$ cat src/sv/sae_pkg.sv
// ----------------------------------------------------------------------------
// sae_pkg: shared types and constants for satellite azimuth/elevation
// Fixed-point formats, configuration register indexes, arctangent table and
// the coefficient bundle passed from the trig unit to the datapath.
// ----------------------------------------------------------------------------
`default_nettype none

package sae_pkg;

  // Internal angle width, units of 2^-24 degree
  localparam int Z_W    = 35;
  // Q30 sine/cosine and product width
  localparam int TRIG_W = 33;
  // Vectoring datapath width (Q8 metres plus growth)
  localparam int VEC_W  = 40;
  // East/north/up width, Q8 metres
  localparam int ENU_W  = 38;
  // Satellite minus receiver difference width
  localparam int D_W    = 28;

  localparam logic signed [Z_W-1:0] HALF_TURN    = 35'sd3019898880;
  localparam logic signed [Z_W-1:0] QUARTER_TURN = 35'sd1509949440;
  localparam logic signed [Z_W-1:0] FULL_TURN    = 35'sd6039797760;
  localparam logic signed [Z_W-1:0] ROUND_HALF   = 35'sd128;

  localparam logic signed [TRIG_W-1:0] GAIN_Q30 = 33'sd652032874;
  localparam logic [23:0]              GAIN_Q24 = 24'd10188014;

  localparam logic signed [26:0] FULL_TURN_16 = 27'sd23592960;
  localparam logic signed [26:0] RIGHT_16     = 27'sd5898240;

  // Configuration register indexes
  localparam logic [2:0] REG_RX   = 3'd0;
  localparam logic [2:0] REG_RY   = 3'd1;
  localparam logic [2:0] REG_RZ   = 3'd2;
  localparam logic [2:0] REG_LAT  = 3'd3;
  localparam logic [2:0] REG_LON  = 3'd4;
  localparam logic [2:0] REG_MASK = 3'd5;

  localparam logic [22:0] MASK_RESET = 23'd655360;

  // Rotation coefficients for ECEF to ENU
  typedef struct packed {
    logic signed [TRIG_W-1:0] sl;
    logic signed [TRIG_W-1:0] cl;
    logic signed [TRIG_W-1:0] sp;
    logic signed [TRIG_W-1:0] cp;
    logic signed [TRIG_W-1:0] spcl;
    logic signed [TRIG_W-1:0] spsl;
    logic signed [TRIG_W-1:0] cpcl;
    logic signed [TRIG_W-1:0] cpsl;
  } sae_coef_t;

  // Trig unit sequencer states
  typedef enum logic [1:0] {
    CF_LOAD,
    CF_ROT,
    CF_MUL,
    CF_DONE
  } coef_state_t;

  // atan(2^-i) in degrees times 2^24
  function automatic logic signed [Z_W-1:0] atan_entry(input logic [4:0] idx);
    logic signed [Z_W-1:0] r;
    case (idx)
      5'd0:  r = 35'sd754974720;
      5'd1:  r = 35'sd445687602;
      5'd2:  r = 35'sd235489089;
      5'd3:  r = 35'sd119537938;
      5'd4:  r = 35'sd60000934;
      5'd5:  r = 35'sd30029717;
      5'd6:  r = 35'sd15018523;
      5'd7:  r = 35'sd7509720;
      5'd8:  r = 35'sd3754917;
      5'd9:  r = 35'sd1877466;
      5'd10: r = 35'sd938734;
      5'd11: r = 35'sd469367;
      5'd12: r = 35'sd234684;
      5'd13: r = 35'sd117342;
      5'd14: r = 35'sd58671;
      5'd15: r = 35'sd29335;
      5'd16: r = 35'sd14668;
      5'd17: r = 35'sd7334;
      5'd18: r = 35'sd3667;
      5'd19: r = 35'sd1833;
      5'd20: r = 35'sd917;
      5'd21: r = 35'sd458;
      5'd22: r = 35'sd229;
      5'd23: r = 35'sd115;
      5'd24: r = 35'sd57;
      5'd25: r = 35'sd29;
      5'd26: r = 35'sd14;
      5'd27: r = 35'sd7;
      5'd28: r = 35'sd4;
      5'd29: r = 35'sd2;
      5'd30: r = 35'sd1;
      default: r = 35'sd0;
    endcase
    return r;
  endfunction

endpackage

`default_nettype wire

$ cat src/sv/sae_coef.sv
// ----------------------------------------------------------------------------
// sae_coef: receiver rotation coefficient unit
// Iterative rotation CORDIC for sin/cos of latitude then longitude, followed
// by four cross products on one multiplier. Reruns after reset and after any
// latitude or longitude write; coef_ok is low while it runs.
// ----------------------------------------------------------------------------
`default_nettype none

module sae_coef #(
  parameter int CORDIC_STEPS = 24
) (
  input  wire                     clk,
  input  wire                     rst,
  input  wire                     restart,
  input  wire logic signed [24:0] latitude,
  input  wire logic signed [24:0] longitude,
  output sae_pkg::sae_coef_t      coef,
  output logic                    coef_ok
);

  localparam int CNT_W = (CORDIC_STEPS > 1) ? $clog2(CORDIC_STEPS) : 1;
  localparam int TW    = sae_pkg::TRIG_W;
  localparam int ZW    = sae_pkg::Z_W;

  sae_pkg::coef_state_t state, state_next;

  logic                 sel;        // 0: latitude, 1: longitude
  logic [CNT_W-1:0]     cnt;
  logic [1:0]           mul_idx;
  logic signed [TW-1:0] x, y;
  logic signed [ZW-1:0] z;
  logic                 neg;

  logic signed [24:0]   ang;
  logic signed [ZW-1:0] z0, z1, z2;
  logic                 neg0;
  logic signed [TW-1:0] nx, ny;
  logic [4:0]           step;
  logic                 last_step;
  logic signed [TW-1:0] ma, mb;
  logic signed [2*TW-1:0] prod;

  // Angle preparation: scale to 2^-24 deg, wrap once, fold into +-90 deg
  always_comb begin
    ang  = sel ? longitude : latitude;
    z0   = $signed({{(ZW-33){ang[24]}}, ang, 8'b0});
    if (z0 > sae_pkg::HALF_TURN) begin
      z1 = z0 - sae_pkg::FULL_TURN;
    end else if (z0 < -sae_pkg::HALF_TURN) begin
      z1 = z0 + sae_pkg::FULL_TURN;
    end else begin
      z1 = z0;
    end
    neg0 = 1'b0;
    z2   = z1;
    if (z1 > sae_pkg::QUARTER_TURN) begin
      z2   = z1 - sae_pkg::HALF_TURN;
      neg0 = 1'b1;
    end else if (z1 < -sae_pkg::QUARTER_TURN) begin
      z2   = z1 + sae_pkg::HALF_TURN;
      neg0 = 1'b1;
    end
  end

  // One rotation iteration
  always_comb begin
    step      = 5'(cnt);
    last_step = (cnt == CNT_W'(CORDIC_STEPS - 1));
    if (!z[ZW-1]) begin
      nx = x - (y >>> step);
      ny = y + (x >>> step);
    end else begin
      nx = x + (y >>> step);
      ny = y - (x >>> step);
    end
  end

  // Cross product operand select
  always_comb begin
    ma   = mul_idx[1] ? coef.cp : coef.sp;
    mb   = mul_idx[0] ? coef.sl : coef.cl;
    prod = (2*TW)'(ma) * (2*TW)'(mb);
  end

  // Sequencer
  always_comb begin
    state_next = state;
    case (state)
      sae_pkg::CF_LOAD: state_next = sae_pkg::CF_ROT;
      sae_pkg::CF_ROT: begin
        if (last_step) begin
          state_next = sel ? sae_pkg::CF_MUL : sae_pkg::CF_LOAD;
        end
      end
      sae_pkg::CF_MUL: begin
        if (mul_idx == 2'd3) begin
          state_next = sae_pkg::CF_DONE;
        end
      end
      sae_pkg::CF_DONE: state_next = sae_pkg::CF_DONE;
      default: state_next = sae_pkg::CF_LOAD;
    endcase
    if (restart) begin
      state_next = sae_pkg::CF_LOAD;
    end
  end

  always_ff @(posedge clk) begin
    if (rst) begin
      state <= sae_pkg::CF_LOAD;
    end else begin
      state <= state_next;
    end
  end

  // Control counters
  always_ff @(posedge clk) begin
    if (rst || restart) begin
      sel     <= 1'b0;
      cnt     <= '0;
      mul_idx <= '0;
    end else begin
      case (state)
        sae_pkg::CF_LOAD: cnt <= '0;
        sae_pkg::CF_ROT: begin
          cnt <= cnt + 1'b1;
          if (last_step) begin
            sel     <= 1'b1;
            mul_idx <= '0;
          end
        end
        sae_pkg::CF_MUL: mul_idx <= mul_idx + 1'b1;
        default: ;
      endcase
    end
  end

  // CORDIC datapath and coefficient registers
  always_ff @(posedge clk) begin
    case (state)
      sae_pkg::CF_LOAD: begin
        x   <= sae_pkg::GAIN_Q30;
        y   <= '0;
        z   <= z2;
        neg <= neg0;
      end
      sae_pkg::CF_ROT: begin
        x <= nx;
        y <= ny;
        z <= z - (z[ZW-1] ? -sae_pkg::atan_entry(step) : sae_pkg::atan_entry(step));
        if (last_step) begin
          if (!sel) begin
            coef.cp <= neg ? -nx : nx;
            coef.sp <= neg ? -ny : ny;
          end else begin
            coef.cl <= neg ? -nx : nx;
            coef.sl <= neg ? -ny : ny;
          end
        end
      end
      sae_pkg::CF_MUL: begin
        case (mul_idx)
          2'd0: coef.spcl <= prod[TW+29:30];
          2'd1: coef.spsl <= prod[TW+29:30];
          2'd2: coef.cpcl <= prod[TW+29:30];
          default: coef.cpsl <= prod[TW+29:30];
        endcase
      end
      default: ;
    endcase
  end

  assign coef_ok = (state == sae_pkg::CF_DONE);

endmodule

`default_nettype wire

$ cat config.mk
export PLATFORM = sky130hd
export DESIGN_NAME = sae_coef
export DESIGN_NICKNAME = d
export VERILOG_FILES = /design/src/sv/sae_pkg.sv /design/src/sv/sae_coef.sv
export SDC_FILE = /design/constraint.sdc
export NUM_CORES = 2
export LEC_CHECK = 0
export ABC_CLOCK_PERIOD_IN_PS = 27100
export CAP_MARGIN = 15
export CORE_ASPECT_RATIO = 0.8
export CORE_MARGIN = 4
export CORE_UTILIZATION = 60
export CTS_CLUSTER_SIZE = 20
export DETAILED_ROUTE_END_ITERATION = 6
export DONT_BUFFER_PORTS = 1
export MAX_ROUTING_LAYER = met4
export PLACE_DENSITY_LB_ADDON = 0.2
export SYNTH_ARGS = -nofsm -noshare
export SYNTH_HDL_FRONTEND = slang
export SYNTH_SLANG_ARGS = --single-unit
$ cat constraint.sdc
create_clock -name clk -period 27.1 [get_ports clk]
set_input_delay 4.065 -clock clk [delete_from_list [all_inputs] [get_ports clk]]
set_output_delay 4.065 -clock clk [all_outputs]
set_load 0.05 [all_outputs]
==> impl_results.md <==
* DRT Wirelength at approximately 200000 um
* Total gr overflow at 0
* Mean Syn Cell Area at around 9.7 um^2
* Ratio of cells with drive above 1 in the final layout at ~6.8%
* Post-synth EDFFs at about 370
* Largest net degree at the start of global routing at 76
* Final setup vio count at 0
* Max Freq at between 0.08 and 0.09 GHz
* Worst setup margin at 15850 ps
* CTS tree: done
* Most used cell, CP: fa_1
* Worst slew pin tran at 1216 ps
* Hold Crit Class: reg2reg
* Syn Nets at between 8000 and 9000
* I/O Pins at about 320
* MaxCap Viol Count at 0
* Reg2Reg Launch Point: mul_idx[0]
* Crit path DAT at between 10000 and 15000 ps
* Fin crit share at 41.51%
* Post-synth cell types at between 90 and 100
* Core Util, Final at a little under two thirds
* Hpwl dp at 156600 um
* Leakage at 30.32 nW
* Final setup TNS at 0 ps
* Pwr Total at ~4.2 mW
* Hold WS at approximately 660 ps
* CTS resizes at 0
* Worst vdd ir at about 0.085 mV
* Period minus WS final at between 10000 and 15000 ps
* Reg2Reg Depth at 25
* Initial Utilization at 60.58%
* Yosys reg bits at just over 400
* Synthesized area at approximately 63000 um^2
* Cts bufs inserted at 45
* R2r setup slk at 15850 ps
* GRT Util Overall at ~37%
* TritonRoute pass-1 iters at 7
* H-tree level count at 2
* Status: finished clean
* Die Area at approximately 110000 um^2
* Async SR Flop Fraction at 0%
* Placed inst area at around 65000 um^2
* Hold Path Sink: z[0]
* Critical Path Sink Type: register
* Setup Buffers After CTS at 0
* Cell Pwr Density at 63.53 nW/um^2
* 1st-iter DRT viols at 5222
* Area delta synth->final at 4.825%
* Yosys warnings at 0
* RSZ-0062 raised after global routing: false
* Vias per inst at 6.181
* Nets at 7891
* Clock transition at path regs at ~70 ps
* Max_slew headroom at between 10% and 20%
* CTS Buffer Depth at 3
* Reg-to-Reg End: coef[131]
* Root Driver: clkbuf_16
* Remaining antenna violation count at 0
* Drt drc at 0
* Vias in the first global route at 49370
* Primary FF master, synth: edfxtp_1
* Antenna violations before repair at 6
* Post-Place Worst Slack at about 16000 ps
* Layout Cells excl Fill at between 7000 and 8000
* Die width at about 370 um
* Vias at a little under 50000
* DP Cell Count at 7749
* Crit path largest cell delay at between 900 and 1000 ps
* Critical path class: reg2reg
* WP data required at between 20000 and 30000 ps
* Core Rows at about 110
* Die height at about 300 um
* Crit path launch type: register
* WL per Instance at approximately 25 um
* Final hold violation count at 0
* First-pass GRT wire length at roughly 300000 um
* Fin area at approximately 67000 um^2
* Final Wtd Congestion at a little over 1
* Hold buffers post-CTS at 0
* Clk_lat worst skew at between 600 and 700 ps
* Clk sinks at 406
* Core ar. at ~100000 um^2
* Slew Limit Fails at 0
* # port buffers at 0
* Slowest CP cell: mux2i_4
* Worst Skew at between 60 and 70 ps
* CP Max Fanout at 36
* Hold Path Cell Cnt at 2
* Cells after Synth at 6535
* Sequential area share after synthesis at 18.58%
-- cell usage after synthesis, types with 10 or more instances --
cell | instances | share of area [%]
mux2i_1 | 125 | 2.0
ha_1 | 329 | 6.5
inv_1 | 1104 | 6.5
nor3_1 | 62 | 0.49
nand2b_1 | 35 | 0.34
a21o_1 | 76 | 0.90
o21ai_0 | 193 | 1.5
o31a_1 | 10 | 0.14
xor2_1 | 132 | 1.8
o21bai_1 | 21 | 0.25
nand2_1 | 781 | 4.6
xnor2_1 | 170 | 2.3
mux2_2 | 90 | 1.6
a21oi_1 | 194 | 1.5
dfxtp_1 | 40 | 1.3
buf_1 | 23 | 0.14
nand4_1 | 26 | 0.26
nor2_1 | 774 | 4.6
a31oi_1 | 30 | 0.30
and2_1 | 52 | 0.51
edfxtp_1 | 366 | 17
o31ai_1 | 32 | 0.38
o22ai_1 | 14 | 0.14
or2_2 | 13 | 0.13
or4_1 | 10 | 0.12
o21a_1 | 39 | 0.46
and3_1 | 26 | 0.26
nand3_1 | 39 | 0.31
clkbuf_1 | 227 | 1.3
nor2b_1 | 34 | 0.34
or3_1 | 28 | 0.28
fa_1 | 1115 | 35
buf_2 | 13 | 0.10
a31o_2 | 10 | 0.14
a22oi_1 | 12 | 0.14
mux4_2 | 86 | 3.1
a211oi_1 | 21 | 0.25
-- cell type report --
type | instances | area, um^2
antenna | 10 | 25.02
tap | 1404 | 1757
inverter | 1110 | 4169
clock inverter | 34 | 371.6
multi-input combinational | 4740 | 46570
fill | 8621 | 38240
clock buffer | 49 | 1141
timing repair buffer | 91 | 703.2
sequential | 406 | 11810
-- placed cells by master (no fill, tap or decap), types with 39 or more instances in the layout --
cell	synthesis	layout
fa_1	1115	1115
nand2_1	781	780
inv_1	1104	1101
a21oi_1	194	194
buf_4	8	88
xor2_1	132	132
mux2_2	90	90
o21ai_0	193	193
xnor2_1	170	170
ha_1	329	329
nor2_1	774	773
nor3_1	62	62
and2_1	52	47
a21o_1	76	76
o21a_1	39	39
nand3_1	39	39
edfxtp_1	366	366
clkbuf_16	0	45
mux4_2	86	86
mux2i_1	125	88
-- critical path: cells and delay by family (launching register included) --
family,cells,cell delay [ps]
xor gates and xnor gates,1,210
muxes,1,940
DFF,1,690
adders and majority gates,9,5300
AOI/OAI and AO/OA,5,1710
buffers and inverters,5,1380
and+or+nand+nor,4,730
-- report_power, final --
group,internal [mW],switching (mW)
registers,0.911,0.0659
clock network,0.350,0.292
logic,0.929,1.68
total,2.19,2.04
-- routing by layer --
metal	global-route usage, %	vias to the layer above	share of wire [%]
met1	49.64	24360	39
met3	12.76	533	14
li1	-	20620	-
met4	13.54	0	4.8
met2	51.95	2972	42
met5	-	-	0
-- kinds of logic (layout without fill, tap and decap cells) --
| logic type | Yosys count | in the layout | synth area share, % |
|---|---|---|---|
| other cells | 0 | 10 | 0 |
| mux | 306 | 306 | 6.712 |
| compound gates | 756 | 756 | 7.610 |
| flops | 406 | 406 | 18.58 |
| xor+xnor | 302 | 302 | 4.167 |
| simple gates | 1932 | 1932 | 12.90 |
| buf+inv | 1389 | 1284 | 8.381 |
| fa+ha+maj | 1444 | 1444 | 41.65 |
-- worst max path at each step --
stage / cells after the start / slack [ps] / startpoint / endpoint
6_report: 25 / 15850 / mul_idx[0] / coef[131]
5_1_grt: 25 / 15340 / mul_idx[0] / coef[131]
4_1_cts: 29 / 15940 / mul_idx[0] / coef[65]
3_5_place_dp: 29 / 15950 / mul_idx[0] / coef[98]
3_3_place_gp: 29 / 16060 / mul_idx[0] / coef[131]
2_1_floorplan: 33 / 17480 / mul_idx[0] / coef[123]
-- registers in the layout, indices dropped and copies added, names as in the netlist, named ones only --
signal,count
state,2
mul_idx,2
sel,1
x,33
cnt,5
coef,264
neg,1
z,35
y,33
Power figures use the tool's default switching activity.
